===== config.mk =====
export PLATFORM = sky130hd
export DESIGN_NAME = battery_safety_limit_manager_flat
export DESIGN_NICKNAME = d
export VERILOG_FILES = /design/src/rtl/bslm_pkg.sv /design/src/rtl/bslm_in_if.sv /design/src/rtl/bslm_out_if.sv /design/src/rtl/bslm_cfg_regs.sv /design/src/rtl/bslm_eval.sv /design/src/rtl/battery_safety_limit_manager.sv /design/src/flat_wrapper.sv
export SDC_FILE = /design/constraint.sdc
export NUM_CORES = 1
export LEC_CHECK = 0
export BUFFER_PORTS_ARGS = -buffer_cell sky130_fd_sc_hd__buf_2
export CORE_ASPECT_RATIO = 0.8
export CORE_MARGIN = 3
export CORE_UTILIZATION = 62
export CTS_BUF_LIST = sky130_fd_sc_hd__clkbuf_8
export DETAILED_ROUTE_END_ITERATION = 8
export HOLD_SLACK_MARGIN = 0.02
export PLACE_DENSITY_LB_ADDON = 0.2
export SLEW_MARGIN = 20
export SYNTH_ARGS = -nofsm -noshare
export SYNTH_HDL_FRONTEND = slang
export SYNTH_SLANG_ARGS = --single-unit

===== constraint.sdc =====
create_clock -name clk -period 10.1 [get_ports clk]
set_input_delay 2.525 -clock clk [delete_from_list [all_inputs] [get_ports clk]]
set_output_delay 2.525 -clock clk [all_outputs]
set_load 0.02 [all_outputs]

===== src/rtl/bslm_pkg.sv =====
// Package with the shared types, codes and reset values of the battery safety limit manager.
package bslm_pkg;

  localparam int unsigned PCT_W    = 7;
  localparam int unsigned REQ_W    = 8;
  localparam int unsigned RUN_W    = 4;
  localparam int unsigned REASON_W = 4;
  localparam int unsigned CFG_IDX_W  = 3;
  localparam int unsigned CFG_DATA_W = 7;

  // Register reset values.
  localparam logic [PCT_W-1:0] BASE_LIMIT_RST   = 7'd80;
  localparam logic [PCT_W-1:0] ONE_WARN_RST     = 7'd60;
  localparam logic [PCT_W-1:0] TWO_WARN_RST     = 7'd40;
  localparam logic [PCT_W-1:0] THREE_WARN_RST   = 7'd0;
  localparam logic [PCT_W-1:0] RAMP_DOWN_RST    = 7'd2;
  localparam logic [PCT_W-1:0] RAMP_DANGER_RST  = 7'd3;
  localparam logic [PCT_W-1:0] RAMP_UP_RST      = 7'd3;
  localparam logic [RUN_W-1:0] DEBOUNCE_RST     = 4'd2;

  typedef enum logic [CFG_IDX_W-1:0] {
    REG_BASE_LIMIT  = 3'd0,
    REG_ONE_WARN    = 3'd1,
    REG_TWO_WARN    = 3'd2,
    REG_THREE_WARN  = 3'd3,
    REG_RAMP_DOWN   = 3'd4,
    REG_RAMP_DANGER = 3'd5,
    REG_RAMP_UP     = 3'd6,
    REG_DEBOUNCE    = 3'd7
  } cfg_idx_t;

  // Temperature and gas sensor grades.
  localparam logic [1:0] SENS_NORMAL = 2'd0;
  localparam logic [1:0] SENS_WARN   = 2'd1;
  localparam logic [1:0] SENS_DANGER = 2'd2;
  localparam logic [1:0] SENS_FAULT  = 2'd3;

  localparam logic [2:0] VOLT_OVER_WARN  = 3'd1;
  localparam logic [2:0] VOLT_UNDER_WARN = 3'd2;
  localparam logic [2:0] VOLT_HI_DANGER  = 3'd3;
  localparam logic [2:0] VOLT_LO_DANGER  = 3'd4;

  localparam logic [1:0] CURR_WARN   = 2'd1;
  localparam logic [1:0] CURR_DANGER = 2'd2;

  typedef enum logic [REASON_W-1:0] {
    RSN_SAFE         = 4'd0,
    RSN_TEMP_FAULT   = 4'd1,
    RSN_TEMP_DANGER  = 4'd2,
    RSN_GAS_FAULT    = 4'd3,
    RSN_GAS_DANGER   = 4'd4,
    RSN_ELEC_INVALID = 4'd5,
    RSN_VOLT_OVER_D  = 4'd6,
    RSN_VOLT_UNDER_D = 4'd7,
    RSN_CURR_DANGER  = 4'd8,
    RSN_TEMP_WARN    = 4'd9,
    RSN_GAS_WARN     = 4'd10,
    RSN_VOLT_OVER_W  = 4'd11,
    RSN_VOLT_UNDER_W = 4'd12,
    RSN_CURR_WARN    = 4'd13
  } reason_t;

  typedef struct packed {
    logic [PCT_W-1:0] base_limit;
    logic [PCT_W-1:0] one_warn;
    logic [PCT_W-1:0] two_warn;
    logic [PCT_W-1:0] three_warn;
    logic [PCT_W-1:0] ramp_down;
    logic [PCT_W-1:0] ramp_danger;
    logic [PCT_W-1:0] ramp_up;
    logic [RUN_W-1:0] debounce;
  } cfg_t;

  typedef struct packed {
    logic [1:0]       temp_grade;
    logic [1:0]       gas_state;
    logic [2:0]       volt_state;
    logic [1:0]       curr_state;
    logic             elec_ok;
    logic             clear_latch;
    logic [REQ_W-1:0] request_pct;
  } item_t;

  typedef struct packed {
    logic [REQ_W-1:0]    limited_pct;
    logic [PCT_W-1:0]    applied_pct;
    logic [PCT_W-1:0]    target_pct;
    logic [1:0]          warn_count;
    logic                danger_now;
    logic                danger_latched;
    logic                elec_warn;
    logic                elec_danger;
    logic [REASON_W-1:0] now_reason;
    logic [REASON_W-1:0] latched_reason;
    logic [REASON_W-1:0] banner_reason;
  } result_t;

endpackage


===== src/rtl/bslm_in_if.sv =====
// Input channel interface carrying one evaluation period per transfer.
interface bslm_in_if;
  logic                     valid;
  logic                     ready;
  logic [1:0]               temp_grade;
  logic [1:0]               gas_state;
  logic [2:0]               volt_state;
  logic [1:0]               curr_state;
  logic                     elec_ok;
  logic                     clear_latch;
  logic [bslm_pkg::REQ_W-1:0] request_pct;

  modport source (output valid, temp_grade, gas_state, volt_state, curr_state,
                  elec_ok, clear_latch, request_pct, input ready);
  modport sink (input valid, temp_grade, gas_state, volt_state, curr_state,
                elec_ok, clear_latch, request_pct, output ready);
endinterface


===== src/rtl/bslm_out_if.sv =====
// Result channel interface carrying the limit decision of one period.
interface bslm_out_if;
  logic                          valid;
  logic                          ready;
  logic [bslm_pkg::REQ_W-1:0]    limited_pct;
  logic [bslm_pkg::PCT_W-1:0]    applied_pct;
  logic [bslm_pkg::PCT_W-1:0]    target_pct;
  logic [1:0]                    warn_count;
  logic                          danger_now;
  logic                          danger_latched;
  logic                          elec_warn;
  logic                          elec_danger;
  logic [bslm_pkg::REASON_W-1:0] now_reason;
  logic [bslm_pkg::REASON_W-1:0] latched_reason;
  logic [bslm_pkg::REASON_W-1:0] banner_reason;

  modport source (output valid, limited_pct, applied_pct, target_pct, warn_count,
                  danger_now, danger_latched, elec_warn, elec_danger, now_reason,
                  latched_reason, banner_reason, input ready);
  modport sink (input valid, limited_pct, applied_pct, target_pct, warn_count,
                danger_now, danger_latched, elec_warn, elec_danger, now_reason,
                latched_reason, banner_reason, output ready);
endinterface


===== src/rtl/bslm_cfg_regs.sv =====
// Configuration register file with write-only access.
module bslm_cfg_regs (
  input  logic                                clk,
  input  logic                                rst_n,
  input  logic                                cfg_we,
  input  logic [bslm_pkg::CFG_IDX_W-1:0]      cfg_idx,
  input  logic [bslm_pkg::CFG_DATA_W-1:0]     cfg_wdata,
  output bslm_pkg::cfg_t                      cfg
);

  bslm_pkg::cfg_t cfg_r;
  bslm_pkg::cfg_t cfg_nxt;

  always_comb begin
    cfg_nxt = cfg_r;
    if (cfg_we) begin
      unique case (bslm_pkg::cfg_idx_t'(cfg_idx))
        bslm_pkg::REG_BASE_LIMIT:  cfg_nxt.base_limit  = cfg_wdata;
        bslm_pkg::REG_ONE_WARN:    cfg_nxt.one_warn    = cfg_wdata;
        bslm_pkg::REG_TWO_WARN:    cfg_nxt.two_warn    = cfg_wdata;
        bslm_pkg::REG_THREE_WARN:  cfg_nxt.three_warn  = cfg_wdata;
        bslm_pkg::REG_RAMP_DOWN:   cfg_nxt.ramp_down   = cfg_wdata;
        bslm_pkg::REG_RAMP_DANGER: cfg_nxt.ramp_danger = cfg_wdata;
        bslm_pkg::REG_RAMP_UP:     cfg_nxt.ramp_up     = cfg_wdata;
        bslm_pkg::REG_DEBOUNCE:    cfg_nxt.debounce    = cfg_wdata[bslm_pkg::RUN_W-1:0];
      endcase
    end
  end

  always_ff @(posedge clk) begin
    if (!rst_n) begin
      cfg_r.base_limit  <= bslm_pkg::BASE_LIMIT_RST;
      cfg_r.one_warn    <= bslm_pkg::ONE_WARN_RST;
      cfg_r.two_warn    <= bslm_pkg::TWO_WARN_RST;
      cfg_r.three_warn  <= bslm_pkg::THREE_WARN_RST;
      cfg_r.ramp_down   <= bslm_pkg::RAMP_DOWN_RST;
      cfg_r.ramp_danger <= bslm_pkg::RAMP_DANGER_RST;
      cfg_r.ramp_up     <= bslm_pkg::RAMP_UP_RST;
      cfg_r.debounce    <= bslm_pkg::DEBOUNCE_RST;
    end else begin
      cfg_r <= cfg_nxt;
    end
  end

  assign cfg = cfg_r;

endmodule


===== src/rtl/bslm_eval.sv =====
// Single-pass evaluation of one period: grading, debounce, latch and limit ramp.
module bslm_eval (
  input  logic              clk,
  input  logic              rst_n,
  input  logic              adv,
  input  bslm_pkg::item_t   item,
  input  bslm_pkg::cfg_t    cfg,
  output bslm_pkg::result_t res
);

  logic [bslm_pkg::RUN_W-1:0]    danger_run_r, danger_run_nxt;
  logic                          latch_flag_r, latch_flag_nxt;
  logic [bslm_pkg::REASON_W-1:0] latch_code_r, latch_code_nxt;
  logic [bslm_pkg::PCT_W-1:0]    applied_r, applied_nxt;

  logic                          ed, ew, t_dng, g_dng, raw, dnow;
  logic [1:0]                    warns;
  bslm_pkg::reason_t             reason;
  logic [bslm_pkg::PCT_W-1:0]    target, step, diff;
  logic [bslm_pkg::REASON_W-1:0] banner;

  // Electrical grading; an undefined voltage or current code counts as normal.
  always_comb begin
    ed = !item.elec_ok || (item.volt_state == bslm_pkg::VOLT_HI_DANGER) ||
         (item.volt_state == bslm_pkg::VOLT_LO_DANGER) ||
         (item.curr_state == bslm_pkg::CURR_DANGER);
    ew = !ed && ((item.volt_state == bslm_pkg::VOLT_OVER_WARN) ||
                 (item.volt_state == bslm_pkg::VOLT_UNDER_WARN) ||
                 (item.curr_state == bslm_pkg::CURR_WARN));
  end

  always_comb begin
    priority if (item.temp_grade == bslm_pkg::SENS_FAULT) reason = bslm_pkg::RSN_TEMP_FAULT;
    else if (item.temp_grade == bslm_pkg::SENS_DANGER) reason = bslm_pkg::RSN_TEMP_DANGER;
    else if (item.gas_state == bslm_pkg::SENS_FAULT) reason = bslm_pkg::RSN_GAS_FAULT;
    else if (item.gas_state == bslm_pkg::SENS_DANGER) reason = bslm_pkg::RSN_GAS_DANGER;
    else if (!item.elec_ok) reason = bslm_pkg::RSN_ELEC_INVALID;
    else if (item.volt_state == bslm_pkg::VOLT_HI_DANGER) reason = bslm_pkg::RSN_VOLT_OVER_D;
    else if (item.volt_state == bslm_pkg::VOLT_LO_DANGER) reason = bslm_pkg::RSN_VOLT_UNDER_D;
    else if (item.curr_state == bslm_pkg::CURR_DANGER) reason = bslm_pkg::RSN_CURR_DANGER;
    else if (item.temp_grade == bslm_pkg::SENS_WARN) reason = bslm_pkg::RSN_TEMP_WARN;
    else if (item.gas_state == bslm_pkg::SENS_WARN) reason = bslm_pkg::RSN_GAS_WARN;
    else if (item.volt_state == bslm_pkg::VOLT_OVER_WARN) reason = bslm_pkg::RSN_VOLT_OVER_W;
    else if (item.volt_state == bslm_pkg::VOLT_UNDER_WARN) reason = bslm_pkg::RSN_VOLT_UNDER_W;
    else if (item.curr_state == bslm_pkg::CURR_WARN) reason = bslm_pkg::RSN_CURR_WARN;
    else reason = bslm_pkg::RSN_SAFE;
  end

  always_comb begin
    t_dng = (item.temp_grade == bslm_pkg::SENS_DANGER) ||
            (item.temp_grade == bslm_pkg::SENS_FAULT);
    g_dng = (item.gas_state == bslm_pkg::SENS_DANGER) ||
            (item.gas_state == bslm_pkg::SENS_FAULT);
    raw   = t_dng || g_dng || ed;

    warns = {1'b0, item.temp_grade == bslm_pkg::SENS_WARN} +
            {1'b0, item.gas_state == bslm_pkg::SENS_WARN} + {1'b0, ew};

    // The run counter saturates at the debounce setting and the test uses the
    // updated count, so a setting of zero makes gas danger immediate.
    if (!raw) begin
      danger_run_nxt = '0;
    end else if (danger_run_r < cfg.debounce) begin
      danger_run_nxt = danger_run_r + 1'b1;
    end else begin
      danger_run_nxt = danger_run_r;
    end
    dnow = raw && (t_dng || ed || (danger_run_nxt >= cfg.debounce));

    // Pending gas danger counts as at least one warning.
    if (raw && !dnow && (warns == 2'd0)) begin
      warns = 2'd1;
    end
  end

  // A clear acts before this period's latch decision.
  always_comb begin
    latch_flag_nxt = item.clear_latch ? 1'b0 : latch_flag_r;
    latch_code_nxt = item.clear_latch ? '0 : latch_code_r;
    if (dnow && !latch_flag_nxt) begin
      latch_flag_nxt = 1'b1;
      latch_code_nxt = reason;
    end
  end

  always_comb begin
    if (dnow) begin
      target = '0;
    end else begin
      unique case (warns)
        2'd0: target = cfg.base_limit;
        2'd1: target = cfg.one_warn;
        2'd2: target = cfg.two_warn;
        2'd3: target = cfg.three_warn;
      endcase
    end

    step        = cfg.ramp_up;
    diff        = '0;
    applied_nxt = applied_r;
    if (applied_r > target) begin
      step = dnow ? cfg.ramp_danger : cfg.ramp_down;
      diff = applied_r - target;
      applied_nxt = (diff > step) ? (applied_r - step) : target;
    end else if (applied_r < target) begin
      diff = target - applied_r;
      applied_nxt = (diff > step) ? (applied_r + step) : target;
    end

    priority if (dnow || (warns != 2'd0)) banner = reason;
    else if (latch_flag_nxt) banner = latch_code_nxt;
    else banner = bslm_pkg::RSN_SAFE;
  end

  always_comb begin
    res.limited_pct    = (item.request_pct > {1'b0, applied_nxt}) ?
                         {1'b0, applied_nxt} : item.request_pct;
    res.applied_pct    = applied_nxt;
    res.target_pct     = target;
    res.warn_count     = warns;
    res.danger_now     = dnow;
    res.danger_latched = latch_flag_nxt;
    res.elec_warn      = ew;
    res.elec_danger    = ed;
    res.now_reason     = reason;
    res.latched_reason = latch_code_nxt;
    res.banner_reason  = banner;
  end

  always_ff @(posedge clk) begin
    if (!rst_n) begin
      danger_run_r <= '0;
      latch_flag_r <= 1'b0;
      latch_code_r <= '0;
      applied_r    <= bslm_pkg::BASE_LIMIT_RST;
    end else if (adv) begin
      danger_run_r <= danger_run_nxt;
      latch_flag_r <= latch_flag_nxt;
      latch_code_r <= latch_code_nxt;
      applied_r    <= applied_nxt;
    end
  end

endmodule


===== src/rtl/battery_safety_limit_manager.sv =====
// An input transfer is captured in the item register; its result is registered in the output
// register once that is free. Throughput: one period per cycle unless output ready stalls.
// The input register takes one more period while a result waits, then input ready follows
// output ready combinationally.
// Synchronous active-low reset empties both registers, clears the debounce run and
// the danger latch, sets the applied limit to 80 and loads the register defaults.
module battery_safety_limit_manager (
  input  logic                            clk,
  input  logic                            rst_n,
  bslm_in_if.sink                         in_ch,
  bslm_out_if.source                      out_ch,
  input  logic                            cfg_we,
  input  logic [bslm_pkg::CFG_IDX_W-1:0]  cfg_idx,
  input  logic [bslm_pkg::CFG_DATA_W-1:0] cfg_wdata
);

  bslm_pkg::cfg_t    cfg;
  bslm_pkg::item_t   s1_item_r;
  logic              s1_vld_r, s1_vld_nxt;
  bslm_pkg::result_t res, out_r;
  logic              out_vld_r, out_vld_nxt;
  logic              adv, in_xfer;

  bslm_cfg_regs u_cfg (
    .clk       (clk),
    .rst_n     (rst_n),
    .cfg_we    (cfg_we),
    .cfg_idx   (cfg_idx),
    .cfg_wdata (cfg_wdata),
    .cfg       (cfg)
  );

  bslm_eval u_eval (
    .clk   (clk),
    .rst_n (rst_n),
    .adv   (adv),
    .item  (s1_item_r),
    .cfg   (cfg),
    .res   (res)
  );

  // The held item moves into the result register whenever that register is free.
  assign adv         = s1_vld_r && (!out_vld_r || out_ch.ready);
  assign in_ch.ready = !s1_vld_r || adv;
  assign in_xfer     = in_ch.valid && in_ch.ready;

  always_comb begin
    s1_vld_nxt  = in_xfer ? 1'b1 : (adv ? 1'b0 : s1_vld_r);
    out_vld_nxt = adv ? 1'b1 : ((out_vld_r && out_ch.ready) ? 1'b0 : out_vld_r);
  end

  always_ff @(posedge clk) begin
    if (!rst_n) begin
      s1_vld_r  <= 1'b0;
      out_vld_r <= 1'b0;
    end else begin
      s1_vld_r  <= s1_vld_nxt;
      out_vld_r <= out_vld_nxt;
    end
  end

  always_ff @(posedge clk) begin
    if (in_xfer) begin
      s1_item_r.temp_grade  <= in_ch.temp_grade;
      s1_item_r.gas_state   <= in_ch.gas_state;
      s1_item_r.volt_state  <= in_ch.volt_state;
      s1_item_r.curr_state  <= in_ch.curr_state;
      s1_item_r.elec_ok     <= in_ch.elec_ok;
      s1_item_r.clear_latch <= in_ch.clear_latch;
      s1_item_r.request_pct <= in_ch.request_pct;
    end
    if (adv) begin
      out_r <= res;
    end
  end

  assign out_ch.valid          = out_vld_r;
  assign out_ch.limited_pct    = out_r.limited_pct;
  assign out_ch.applied_pct    = out_r.applied_pct;
  assign out_ch.target_pct     = out_r.target_pct;
  assign out_ch.warn_count     = out_r.warn_count;
  assign out_ch.danger_now     = out_r.danger_now;
  assign out_ch.danger_latched = out_r.danger_latched;
  assign out_ch.elec_warn      = out_r.elec_warn;
  assign out_ch.elec_danger    = out_r.elec_danger;
  assign out_ch.now_reason     = out_r.now_reason;
  assign out_ch.latched_reason = out_r.latched_reason;
  assign out_ch.banner_reason  = out_r.banner_reason;

`ifndef SYNTHESIS
  // Danger forces a zero target and is always captured by the latch with a cause.
  a_danger_latches: assert property (@(posedge clk) disable iff (!rst_n)
    (out_vld_r && out_r.danger_now) |->
      (out_r.target_pct == '0 && out_r.danger_latched &&
       out_r.latched_reason != bslm_pkg::RSN_SAFE))
    else $error("danger result without zero target or latched reason");

  // The electrical group is never graded warning and danger at once.
  a_elec_exclusive: assert property (@(posedge clk) disable iff (!rst_n)
    out_vld_r |-> !(out_r.elec_warn && out_r.elec_danger))
    else $error("electrical warning and danger both set");

  // A result that moves into a full, stalled output register would be lost.
  a_no_overwrite: assert property (@(posedge clk) disable iff (!rst_n)
    (out_vld_r && !out_ch.ready) |-> !adv)
    else $error("pending result overwritten");
`endif

endmodule


===== src/flat_wrapper.sv =====
// flat-port wrapper written by rule: the top's interface ports become plain ports
module battery_safety_limit_manager_flat 
  (clk, rst_n, cfg_we, cfg_idx, cfg_wdata, in_ch_valid, in_ch_temp_grade, in_ch_gas_state, in_ch_volt_state, in_ch_curr_state, in_ch_elec_ok, in_ch_clear_latch, in_ch_request_pct, in_ch_ready, out_ch_valid, out_ch_limited_pct, out_ch_applied_pct, out_ch_target_pct, out_ch_warn_count, out_ch_danger_now, out_ch_danger_latched, out_ch_elec_warn, out_ch_elec_danger, out_ch_now_reason, out_ch_latched_reason, out_ch_banner_reason, out_ch_ready);
  bslm_in_if in_ch_i ();
  bslm_out_if out_ch_i ();
  input  logic clk;
  input  logic rst_n;
  input  logic cfg_we;
  input  logic [bslm_pkg::CFG_IDX_W-1:0] cfg_idx;
  input  logic [bslm_pkg::CFG_DATA_W-1:0] cfg_wdata;
  input wire logic [$bits(in_ch_i.valid)-1:0] in_ch_valid;
  input wire logic [$bits(in_ch_i.temp_grade)-1:0] in_ch_temp_grade;
  input wire logic [$bits(in_ch_i.gas_state)-1:0] in_ch_gas_state;
  input wire logic [$bits(in_ch_i.volt_state)-1:0] in_ch_volt_state;
  input wire logic [$bits(in_ch_i.curr_state)-1:0] in_ch_curr_state;
  input wire logic [$bits(in_ch_i.elec_ok)-1:0] in_ch_elec_ok;
  input wire logic [$bits(in_ch_i.clear_latch)-1:0] in_ch_clear_latch;
  input wire logic [$bits(in_ch_i.request_pct)-1:0] in_ch_request_pct;
  output wire logic [$bits(in_ch_i.ready)-1:0] in_ch_ready;
  output wire logic [$bits(out_ch_i.valid)-1:0] out_ch_valid;
  output wire logic [$bits(out_ch_i.limited_pct)-1:0] out_ch_limited_pct;
  output wire logic [$bits(out_ch_i.applied_pct)-1:0] out_ch_applied_pct;
  output wire logic [$bits(out_ch_i.target_pct)-1:0] out_ch_target_pct;
  output wire logic [$bits(out_ch_i.warn_count)-1:0] out_ch_warn_count;
  output wire logic [$bits(out_ch_i.danger_now)-1:0] out_ch_danger_now;
  output wire logic [$bits(out_ch_i.danger_latched)-1:0] out_ch_danger_latched;
  output wire logic [$bits(out_ch_i.elec_warn)-1:0] out_ch_elec_warn;
  output wire logic [$bits(out_ch_i.elec_danger)-1:0] out_ch_elec_danger;
  output wire logic [$bits(out_ch_i.now_reason)-1:0] out_ch_now_reason;
  output wire logic [$bits(out_ch_i.latched_reason)-1:0] out_ch_latched_reason;
  output wire logic [$bits(out_ch_i.banner_reason)-1:0] out_ch_banner_reason;
  input wire logic [$bits(out_ch_i.ready)-1:0] out_ch_ready;
  assign in_ch_i.valid = in_ch_valid;
  assign in_ch_i.temp_grade = in_ch_temp_grade;
  assign in_ch_i.gas_state = in_ch_gas_state;
  assign in_ch_i.volt_state = in_ch_volt_state;
  assign in_ch_i.curr_state = in_ch_curr_state;
  assign in_ch_i.elec_ok = in_ch_elec_ok;
  assign in_ch_i.clear_latch = in_ch_clear_latch;
  assign in_ch_i.request_pct = in_ch_request_pct;
  assign in_ch_ready = in_ch_i.ready;
  assign out_ch_valid = out_ch_i.valid;
  assign out_ch_limited_pct = out_ch_i.limited_pct;
  assign out_ch_applied_pct = out_ch_i.applied_pct;
  assign out_ch_target_pct = out_ch_i.target_pct;
  assign out_ch_warn_count = out_ch_i.warn_count;
  assign out_ch_danger_now = out_ch_i.danger_now;
  assign out_ch_danger_latched = out_ch_i.danger_latched;
  assign out_ch_elec_warn = out_ch_i.elec_warn;
  assign out_ch_elec_danger = out_ch_i.elec_danger;
  assign out_ch_now_reason = out_ch_i.now_reason;
  assign out_ch_latched_reason = out_ch_i.latched_reason;
  assign out_ch_banner_reason = out_ch_i.banner_reason;
  assign out_ch_i.ready = out_ch_ready;
  battery_safety_limit_manager u_core (.clk(clk), .rst_n(rst_n), .in_ch(in_ch_i), .out_ch(out_ch_i), .cfg_we(cfg_we), .cfg_idx(cfg_idx), .cfg_wdata(cfg_wdata));
endmodule

---- Word level (Yosys, flattened, before mapping) ----
Index checks and enable logic that the tools add are counted.
cells by class
  reductions and logical operators ........ 42
  equal/unequal tests ..................... 22
  add/subtract/negate cells ............... 7
  $lt $le $gt $ge ......................... 7
  muxes and demuxes ....................... 34
operators by type and width
  operator                                                         number
  4-bit 2-to-1 mux                                                 19
  7-bit 2-to-1 mux                                                 7
  7-bit case mux with 4 select lines                               1
  7-bit > comparator                                               3
  7-bit subtractor                                                 3
  2-bit AND reduction                                              8
  3-bit == test, second input constant                             5
  2-bit == test, second input constant                             7
  1-bit logical OR                                                 14
  3-bit by 2-bit == test with 1-bit output, second input constant  4
  2-bit by 1-bit == test with 1-bit output, second input constant  4
  8-bit by 7-bit > comparator with 1-bit output                    1
  1-bit logical AND                                                8
  7-bit adder                                                      1
  7-bit less-than comparator                                       1
  3-bit by 1-bit == test with 1-bit output, second input constant  2
  1-bit zero test                                                  6
  1-bit 2-to-1 mux                                                 6
  2-bit nonzero test                                               3
  4-bit by 1-bit adder with 4-bit output, second input constant    1
  4-bit greater-or-equal comparator                                1
  2-bit zero test                                                  2
  4-bit less-than comparator                                       1
  3-bit zero test                                                  1
  other kinds (3)                                                  3
word-level totals
  word-level logic and storage cells ...... 145
  input port bits ......................... 34
  bits in registers ....................... 130
  output and inout port bits .............. 42

---- Logic depth before layout (Yosys ltp) ----
Gate-level depths: netlist of run 1.
  depth after elaboration ................. 23
  gate-level depth with buffers ........... 38
  mapped depth without buffers ............ 37

---- Hierarchy ----
A second synthesis of run 1 with hierarchy kept.
second synthesis, totals
  cell total of the unflattened synthesis .. 738
  area total of the unflattened synthesis .. 7508.5 um^2
modules (own cells, without submodules)
  module                        instances  seq. area each (um^2)  cells each  area each (um^2)
  bslm_eval                     1          320.3                  474         3583.4
  bslm_cfg_regs                 1          1061.0                 196         2049.5
  battery_safety_limit_manager  1          1811.7                 68          1875.5

---- Least setup slack after synthesis of run 1 ----
OpenSTA, ideal clock, no wires.
  kind .................................... flip-flop to flip-flop
  start ................................... register u_core.u_cfg.cfg_r (netlist bit u_core.u_cfg.cfg[1])
  end ..................................... register u_core.out_r (netlist bit u_core.out_ch.limited_pct[5]) (data pin)
  cell stages (with the launch flop) ...... 37
  required time ........................... 9828 ps
  path slack .............................. 2410 ps
  buffers on the path ..................... 1
  arrival time ............................ 7418 ps
  setup time .............................. 272 ps
  period minus slack after synthesis ...... 7690 ps
  cell sequence ........................... dfxtp_1 -> inv_1 -> ha_1 -> a21o_1 -> a21o_1 -> a21oi_1 -> xor2_1 -> nand2_1 -> ha_1 -> nand2b_1 -> a211o_1 -> a2111o_4 -> nand2_8 -> inv_2 -> nor3_2 -> inv_1 -> fa_1 -> a21o_1 -> a21oi_1 -> o21bai_1 -> a21oi_1 -> xnor2_1 -> ha_1 -> nand4_1 -> a21oi_1 -> o31ai_1 -> or3b_2 -> o31a_1 -> o31ai_2 -> a21oi_1 -> ha_1 -> a211o_1 -> a2111oi_0 -> nor3_1 -> clkbuf_1 -> nor2_1 -> a21oi_1
RTL lines
  what                      RTL line                            source
  start: declaration        bslm_cfg_regs.sv:11                 bslm_pkg::cfg_t cfg_r;
  start signal: assignment  bslm_cfg_regs.sv:41                 cfg_r <= cfg_nxt;
  end signal: assignment    battery_safety_limit_manager.sv:73  out_r <= res;
  end: declaration          battery_safety_limit_manager.sv:20  bslm_pkg::result_t res, out_r;

==> results of run 1 <==
## area by class of cell
type,count,area (sq um)
Multi-Input combinational cell,552,3940
Timing Repair Buffer,81,420
Tap cell,148,185
Clock inverter,14,126
Inverter,50,188
Fill cell,888,3350
Clock buffer,18,248
Sequential cell,130,3190
## worst max-delay path, delay by kind of cell, from the launching register on
kind | cells | cell delay (ps)
muxes | 1 | 320
xor gates and xnor gates | 2 | 260
adders and majority gates | 5 | 1650
DFF | 1 | 420
buffers and inverters | 3 | 450
AOI/OAI and AO/OA | 16 | 3760
and+or+nand+nor | 7 | 1680
## cells in the final DEF, fill, tap and decap left out, drive strengths merged, types with 7 or more instances in the layout
cell     n
nand2   98
buf     81
dfxtp   71
inv     61
edfxtp  59
ha      54
a21oi   41
mux2i   39
nor2b   31
o21ai   31
nor2    27
nand3   25
a21boi  23
nand2b  19
clkbuf  18
o21a    13
nor3    13
a21o    11
xor2     9
xnor2    9
nand4    9
and3     7
o22ai    7
## where the power goes
part           internal (W)  switching (W)  leakage [nW]
Combinational      0.000216       0.000320          2.19
Sequential         0.000605      0.0000238          1.14
Clock              0.000205       0.000221         0.204
## worst max path at each step
stage,startpoint,endpoint,slack (ps),cells after the start
after global routing,u_core.u_eval.danger_run_r[1],u_core.out_ch.limited_pct[0],710,34
after global placement,u_core.u_cfg.cfg[1],u_core.out_ch.limited_pct[0],1750,35
after CTS,u_core.u_eval.danger_run_r[1],u_core.out_ch.limited_pct[0],1380,34
after detailed placement,u_core.u_eval.danger_run_r[1],u_core.out_ch.limited_pct[0],1370,34
after floorplan,u_core.u_cfg.cfg[1],u_core.out_ch.limited_pct[5],2410,36
final,u_core.u_eval.danger_run_r[1],u_core.out_ch.limited_pct[0],1310,34
## kinds of logic after synthesis
group,after synthesis,synth area share
AOI/OAI and AO/OA,175,0.168
other,1,0.000502
DFF,130,0.428
muxes,40,0.0538
and+or+nand+nor,259,0.181
adders and majority gates,59,0.104
xor gates and xnor gates,18,0.0211
buffers and inverters,85,0.0451
## per-layer routing
metal / vias up / track usage
met3: 33 / 0.0513
met1: 2872 / 0.383
li1: 2867 / -
met4: 0 / 0.0840
met5: - / 0
met2: 230 / 0.454
## state kept, by name, summed over array words and instances, names as in the netlist, 7 cells and up
signal / count
u_core.out_ch.limited_pct: 8
u_core.u_eval.applied_r: 7
u_core.s1_item_r: 19
u_core.out_ch.target_pct: 7
u_core.out_ch.applied_pct: 7
u_core.u_cfg.cfg: 53
## stage by stage
step,cells,power (W),util
floorplan,767,0.00102,-
global placement,961,0.00115,0.680
detailed placement,961,0.00117,0.680
CTS,993,0.00159,0.712
global route,993,0.00167,0.712
finish,993,0.00159,0.712
==> impl_metrics.yaml, run 1 <==
cells_and_area:
  area_growth_pct: 11.1
  layout-drive-gt1-share: 0.164
  design_area_sq_um: 8300
  n_antenna_cell: 0
  finalNetCount: 925
worst_setup_path:
  slowest_delay_ps: 550
  critPathLaunchType: "flip-flop"
  cp-end-kind: "flip-flop"
  path_common_cell: "a21oi_1"
  cp.arrival_ps: 8980
  worst_r2r_endpoint: "u_core.out_ch.limited_pct[0]"
  cp_slowest_cell: "nor3_2"
  path_class: "reg2reg"
  cp_max_fo: 13
  reg2reg_slack_ps: 1310
  rr_startpoint: "u_core.u_eval.danger_run_r[1]"
  reg2reg_depth: 34
  cp_data_required_time_ps: 10290
die:
  dieArea_sq_um: 13400
  num_rows: 35
  die_height_microns: 104
  core-area_sq_um: 11600
  pin_count: 76
  initial_core_util: 0.641
  die_w_microns: 129
place:
  dp_hpwl_microns: 13700
  gp_congestion: 0.965
  dpl-instance-area_sq_um: 7930
  io_buffers: 75
  pre_cts_slack_ps: 1370
clocking:
  tritoncts: "built"
  cts-root-buf: "clkbuf_8"
  clkSinkCount: 130
  cts.clk_slew.worst_paths_ps: 80
  clk-insertion-delay-late_ps: 440
  post_cts_buffers: 0
  htreeDepth: 4
  postCtsHoldBufs: 0
  cts_resized: 0
  cts_buffer_depth: 2
  cts_buffers: 17
detailed_routing:
  first_pass_iters: 6
  wl_met2_microns: 8760
  antenna_left: 0
  drt_iter0_drc: 717
  vias: 6002
  routed.top_layer: "met4"
  via_per_inst: 6.04
  dr_wl_met3_microns: 1290
  drt_drc_violations_left: 0
  wl_met1_microns: 8100
  wl_per_cell_microns: 18.6
  wl_microns: 18500
synthesis:
  synth_nets: 860
  synth_area_per_cell_sq_um: 9.74
  yosysUniqueCellTypes: 79
  synthFlopType: "dfxtp_1"
  async_flop_share: 0
  synth_top_area_cell: "edfxtp_1"
  synth_top_cell_area_share: 0.237
  yosysSeqAreaShare: 0.428
  syn_area_sq_um: 7470
  synth_edf_count: 59
  ys_warn_count: 0
  yosysMostFrequentCell: "nand2_1"
  ys_top_cells_by_count: "97 x nand2_1, 71 x dfxtp_1, 59 x edfxtp_1"
  ys_ff_latch: 130
  synth_cells: 767
  synthTopCellsByArea: "edfxtp_1 24%, dfxtp_1 19%, ha_1 9.0%"
sta:
  finalSetupViolCount: 0
  max_freq_mhz: 114
  post-route-period-util: 0.870
  fin_ws_ps: 1310
  hold_slack_ps: 471
  skew_ps: 16.8
  period_needed_ps: 8790
  finalSetupTns_ps: 0
  rsz0062_at_grt: "no"
  hold_viol: 0
  relSlewSlack: 0.389
  worst_slew_pin_slew_ps: 916
  final-max-slew-violation-count: 0
min_path:
  worstHoldPathType: "reg2reg"
  min_path_cells: 2
  min_to: "u_core.u_cfg.cfg[18]"
  min-delay-start: "u_core.u_cfg.cfg[18]"
status:
  status: "completed"
grt:
  grtUsageTotal: 0.280
  grt_pass1_wl_microns: 29800
  grt_max_degree: 76
  antenna_found_initial: 0
  grt_pass1_vias: 5791
  gr-total-overflow: 0
power_and_ir_drop:
  vdd_ir_drop_max_mv: 0.114
  power_leakage_nw: 3.54
  power_density_nw_per_um2: 192
job:
  drv_cap: 0
No activity file was read; power rests on OpenSTA's default activity.
==> run 2, diff against run 1 <==
- CORE_UTILIZATION: 62 -> 66
- clock period: 10.1 -> 10.2 ns (I/O delays scaled with it)
==> run 2 against run 1 <==
Sequential share of layout area shrank 0.081 points. Sequential cell count is the same. Core utilization grew 4.5 points. Clock skew rose by 1.0 ps. Setup slack got worse by 280 ps. Cell count down 0.70%. Die area decreased by 5.8%. Via count up 1.1%. Critical path depth shrank 1. Clock power up 8.2%. Critical path type unchanged.
==> impl_metrics.yaml, run 2 (same netlist as run 1, synthesis figures left out) <==
die:
  core-area_sq_um: 11000
  pin_count: 76
  num_rows: 34
  die_w_microns: 125
  dieArea_sq_um: 12600
  die_height_microns: 101
  initial_core_util: 0.680
detailed_routing:
  wl_per_cell_microns: 18.8
  vias: 6066
  drt_drc_violations_left: 0
  via_per_inst: 6.15
  drt_iter0_drc: 567
  first_pass_iters: 5
  wl_microns: 18500
  antenna_left: 0
place:
  dp_hpwl_microns: 13600
  gp_congestion: 1.01
  pre_cts_slack_ps: 1260
  io_buffers: 75
sta:
  relSlewSlack: 0.372
  fin_ws_ps: 1030
  max_freq_mhz: 109
  final-max-slew-violation-count: 0
  hold_viol: 0
  finalSetupViolCount: 0
  finalSetupTns_ps: 0
  period_needed_ps: 9170
  skew_ps: 17.8
  worst_slew_pin_slew_ps: 942
  hold_slack_ps: 473
  rsz0062_at_grt: "no"
  post-route-period-util: 0.899
clocking:
  clkSinkCount: 130
  cts_buffer_depth: 2
  tritoncts: "built"
  clk-insertion-delay-late_ps: 450
  cts-root-buf: "clkbuf_8"
  post_cts_buffers: 0
  cts.clk_slew.worst_paths_ps: 80
  cts_resized: 0
  htreeDepth: 4
  cts_buffers: 17
  postCtsHoldBufs: 0
cells_and_area:
  final_cell_mix: "97 x nand2_1, 75 x buf_2, 71 x dfxtp_1, 59 x edfxtp_1, 54 x ha_1"
  regArea_sq_um: 3190
  final_common_cell: "nand2_1"
  n_antenna_cell: 0
  finalNetCount: 922
  multi_input_area_sq_um: 3940
  n_fill_cell: 814
  layout-drive-gt1-share: 0.160
  area_growth_pct: 11.4
  largest_register_ffs: 53
grt:
  grt_pass1_vias: 5915
  gr-total-overflow: 0
  grtUsageTotal: 0.295
  grt_max_degree: 76
  grt_pass1_wl_microns: 29400
  antenna_found_initial: 0
power_and_ir_drop:
  power_density_nw_per_um2: 194
  power_leakage_nw: 3.54
  power_w: 0.00162
  vdd_ir_drop_max_mv: 0.174
job:
  drv_cap: 0
worst_setup_path:
  cp_max_fo: 11
  reg2reg_depth: 33
  reg2reg_slack_ps: 1030
  worst_r2r_endpoint: "u_core.out_ch.limited_pct[0]"
  cp.arrival_ps: 9360
  path_class: "reg2reg"
  path_common_cell: "ha_1"
  cp_slowest_cell: "nor3_2"
  critPathLaunchType: "flip-flop"
  rr_startpoint: "u_core.u_eval.danger_run_r[1]"
  slowest_delay_ps: 580
  cp-end-kind: "flip-flop"
  cp_data_required_time_ps: 10390
min_path:
  min_path_cells: 2
  worstHoldPathType: "reg2reg"
  min_to: "u_core.u_cfg.cfg[23]"
  min-delay-start: "u_core.u_cfg.cfg[23]"
status:
  status: "completed"
-- run 2: cell types whose count changed in the layout (fill, tap and decap cells not counted) --
cell and change:
inv_6 -4, buf_4 -3, clkinv_2 +3, inv_4 -3
bufinv_16 +2, clkbuf_8 +2, clkinvlp_4 +1, inv_1 +1
inv_2 -1, inv_8 -1
-- run 2: worst max-delay path by stage --
stage / from / end / slack (ps) / cells after the start
final: u_core.u_eval.danger_run_r[1] / u_core.out_ch.limited_pct[0] / 1030 / 33
after global routing: u_core.u_cfg.cfg[1] / u_core.out_ch.limited_pct[0] / 500 / 35
after CTS: u_core.u_eval.danger_run_r[1] / u_core.out_ch.limited_pct[0] / 1190 / 34
after detailed placement: u_core.u_eval.danger_run_r[1] / u_core.out_ch.limited_pct[0] / 1260 / 34
after global placement: u_core.u_cfg.cfg[1] / u_core.out_ch.limited_pct[0] / 1460 / 34
after floorplan: u_core.u_cfg.cfg[1] / u_core.out_ch.limited_pct[5] / 2510 / 36
-- run 2: critical path: cells and delay by family, from the launching register on --
family	cells	cell delay (ps)
AO/OA/AOI/OAI	14	3910
AND/OR/NAND/NOR	9	2050
adder cells (fa/ha/maj)	5	1600
flip-flops	1	430
multiplexers	1	350
buffers and inverters	2	290
XOR/XNOR	2	280
-- run 2: metrics by stage --
stage / util / area (sq um) / cells
6_report: 0.758 / 8320 / 986
5_1_grt: 0.758 / 8320 / 986
4_1_cts: 0.758 / 8320 / 986
3_5_place_dp: 0.720 / 7900 / 954
3_3_place_gp: 0.720 / 7900 / 954
2_1_floorplan: - / 7470 / 767
-- run 2: power breakdown --
| part | switching, W | internal, W |
|---|---|---|
| registers | 0.0000247 | 0.000600 |
| logic | 0.000322 | 0.000209 |
| clock network | 0.000203 | 0.000259 |
-- run 2: area by class of cell --
class,instances,area share
Inverter,50,0.0227
Tap cell,144,0.0217
Multi-Input combinational cell,552,0.474
Timing Repair Buffer,78,0.0478
Sequential cell,130,0.384
Clock buffer,20,0.0331
Clock inverter,12,0.0172
-- run 2: routing by layer --
layer | vias up | wire length (microns) | GRT usage | part of all wire
li1 | 2857 | - | - | -
met1 | 2899 | 7840 | 0.370 | 0.42
met2 | 257 | 8810 | 0.508 | 0.48
met3 | 53 | 1340 | 0.0791 | 0.073
met4 | 0 | 498 | 0.0942 | 0.027
met5 | - | 0 | 0 | 0
==> run 3, diff against run 2 <==
- GPL_TIMING_DRIVEN: not set -> 0
==> run 3 against run 2 <==
Non-clock buffer count is 28 higher. Clock power is 5.0% lower. Final area increased by 1.1%. First-iteration DRC count grew 7.2%. Clock skew down 7.0 ps. Wire length grew 4.2%. Die area did not move. Critical path depth up 2.
==> impl_metrics.yaml, run 3 (same netlist as run 1, synthesis figures left out) <==
clocking:
  cts_buffers: 17
  clk-insertion-delay-late_ps: 460
  cts.clk_slew.worst_paths_ps: 80
  post_cts_buffers: 0
  cts-root-buf: "clkbuf_8"
  cts_resized: 0
  postCtsHoldBufs: 0
  tritoncts: "built"
  cts_buffer_depth: 2
  htreeDepth: 4
  clkSinkCount: 130
grt:
  gr-total-overflow: 0
  grt_pass1_wl_microns: 30900
  grt_pass1_vias: 6060
  grtUsageTotal: 0.310
  antenna_found_initial: 0
  grt_max_degree: 35
detailed_routing:
  wl_microns: 19300
  first_pass_iters: 5
  drt_iter0_drc: 608
  drt_drc_violations_left: 0
  via_per_inst: 6.12
  antenna_left: 0
  wl_per_cell_microns: 19.0
  vias: 6210
die:
  pin_count: 76
  core-area_sq_um: 11000
  die_w_microns: 125
  initial_core_util: 0.680
  num_rows: 34
  die_height_microns: 101
  dieArea_sq_um: 12600
cells_and_area:
  final_util: 0.766
  largest_register_ffs: 53
  layout-drive-gt1-share: 0.159
  n_fill_cell: 761
  final_cell_mix: "97 x nand2_1, 79 x buf_2, 71 x dfxtp_1, 59 x edfxtp_1, 54 x ha_1"
  finalNetCount: 950
  n_antenna_cell: 0
  final_common_cell: "nand2_1"
  area_growth_pct: 12.6
power_and_ir_drop:
  power_density_nw_per_um2: 190
  power_leakage_nw: 3.57
  vdd_ir_drop_max_mv: 0.124
worst_setup_path:
  path_class: "reg2reg"
  cp_slowest_cell: "a2111oi_2"
  cp.arrival_ps: 9460
  cp_max_fo: 10
  path_common_cell: "a21oi_1"
  slowest_delay_ps: 610
  cp-end-kind: "flip-flop"
  critPathLaunchType: "flip-flop"
  cp_data_required_time_ps: 10400
sta:
  period_needed_ps: 9260
  rsz0062_at_grt: "no"
  worst_slew_pin_slew_ps: 900
  post-route-period-util: 0.908
  hold_viol: 0
  fin_ws_ps: 937
  relSlewSlack: 0.400
  finalSetupViolCount: 0
  finalSetupTns_ps: 0
  final-max-slew-violation-count: 0
  skew_ps: 10.8
  max_freq_mhz: 108
place:
  io_buffers: 70
  dp_hpwl_microns: 14300
  gp_congestion: 1.01
  pre_cts_slack_ps: 1150
status:
  status: "completed"
job:
  drv_cap: 0
min_path:
  worstHoldPathType: "reg2reg"
## run 3: changes by cell type in the layout (fill, tap and decap cells not counted), moves of 2 or more
cell / previous run / this run
clkbuf_1: 0 / 25
inv_6: 0 / 2
buf_4: 3 / 0
buf_2: 75 / 79
clkbuf_8: 20 / 18
## run 3: path summary, 6_finish.rpt
| kind | start | endpoint | slack [ps] | depth (start not counted) |
|---|---|---|---|---|
| setup / recovery | u_core.u_eval.danger_run_r[1] | u_core.out_ch.limited_pct[5] | 940 | 35 |
| hold / removal | u_core.u_cfg.cfg[47] | u_core.u_cfg.cfg[47] | 470 | 2 |
| hold reg to reg | u_core.u_cfg.cfg[47] | u_core.u_cfg.cfg[47] | 470 | 2 |
| setup reg to reg | u_core.u_eval.danger_run_r[1] | u_core.out_ch.limited_pct[5] | 940 | 35 |
## run 3: area by class of cell
class                           count  area [sq um]  area share
Multi-Input combinational cell    552          3940       0.468
Sequential cell                   130          3190       0.380
Timing Repair Buffer               71           370      0.0440
Clock buffer                       18           248      0.0295
Inverter                           50           188      0.0223
Tap cell                          144           180      0.0214
Buffer                             35           150      0.0179
Clock inverter                     14           140      0.0167
## run 3: where the power goes
part           switching [W]  leakage, nW  internal [W]
registers          0.0000211         1.14      0.000599
logic               0.000334         2.22      0.000208
clock network       0.000215        0.206      0.000223
## run 3: critical path, delay by kind of cell (launching register included)
kind            cells  cell delay (ps)
compound gates     18             4910
fa+ha+maj           5             1470
simple gates        8             1410
flops               1              430
buf+inv             2              420
xor+xnor            2              340
## run 3: per-layer routing
layer,track usage,part of all wire,vias up,wire [microns]
li1,-,-,2914,-
met4,0.122,0.031,0,599
met5,0,0,-,0
met2,0.509,0.47,286,9030
met1,0.410,0.42,2944,8020
met3,0.0664,0.084,66,1620
## run 3: metrics by stage
step / instance area, sq um / hold slack (ps) / total power, W / instances
floorplan: 7470 / 440 / 0.00101 / 767
global placement: 8000 / 450 / 0.00113 / 981
detailed placement: 8020 / 463 / 0.00116 / 982
CTS: 8410 / 475 / 0.00159 / 1014
global route: 8410 / 497 / 0.00168 / 1014
finish: 8410 / 468 / 0.00160 / 1014
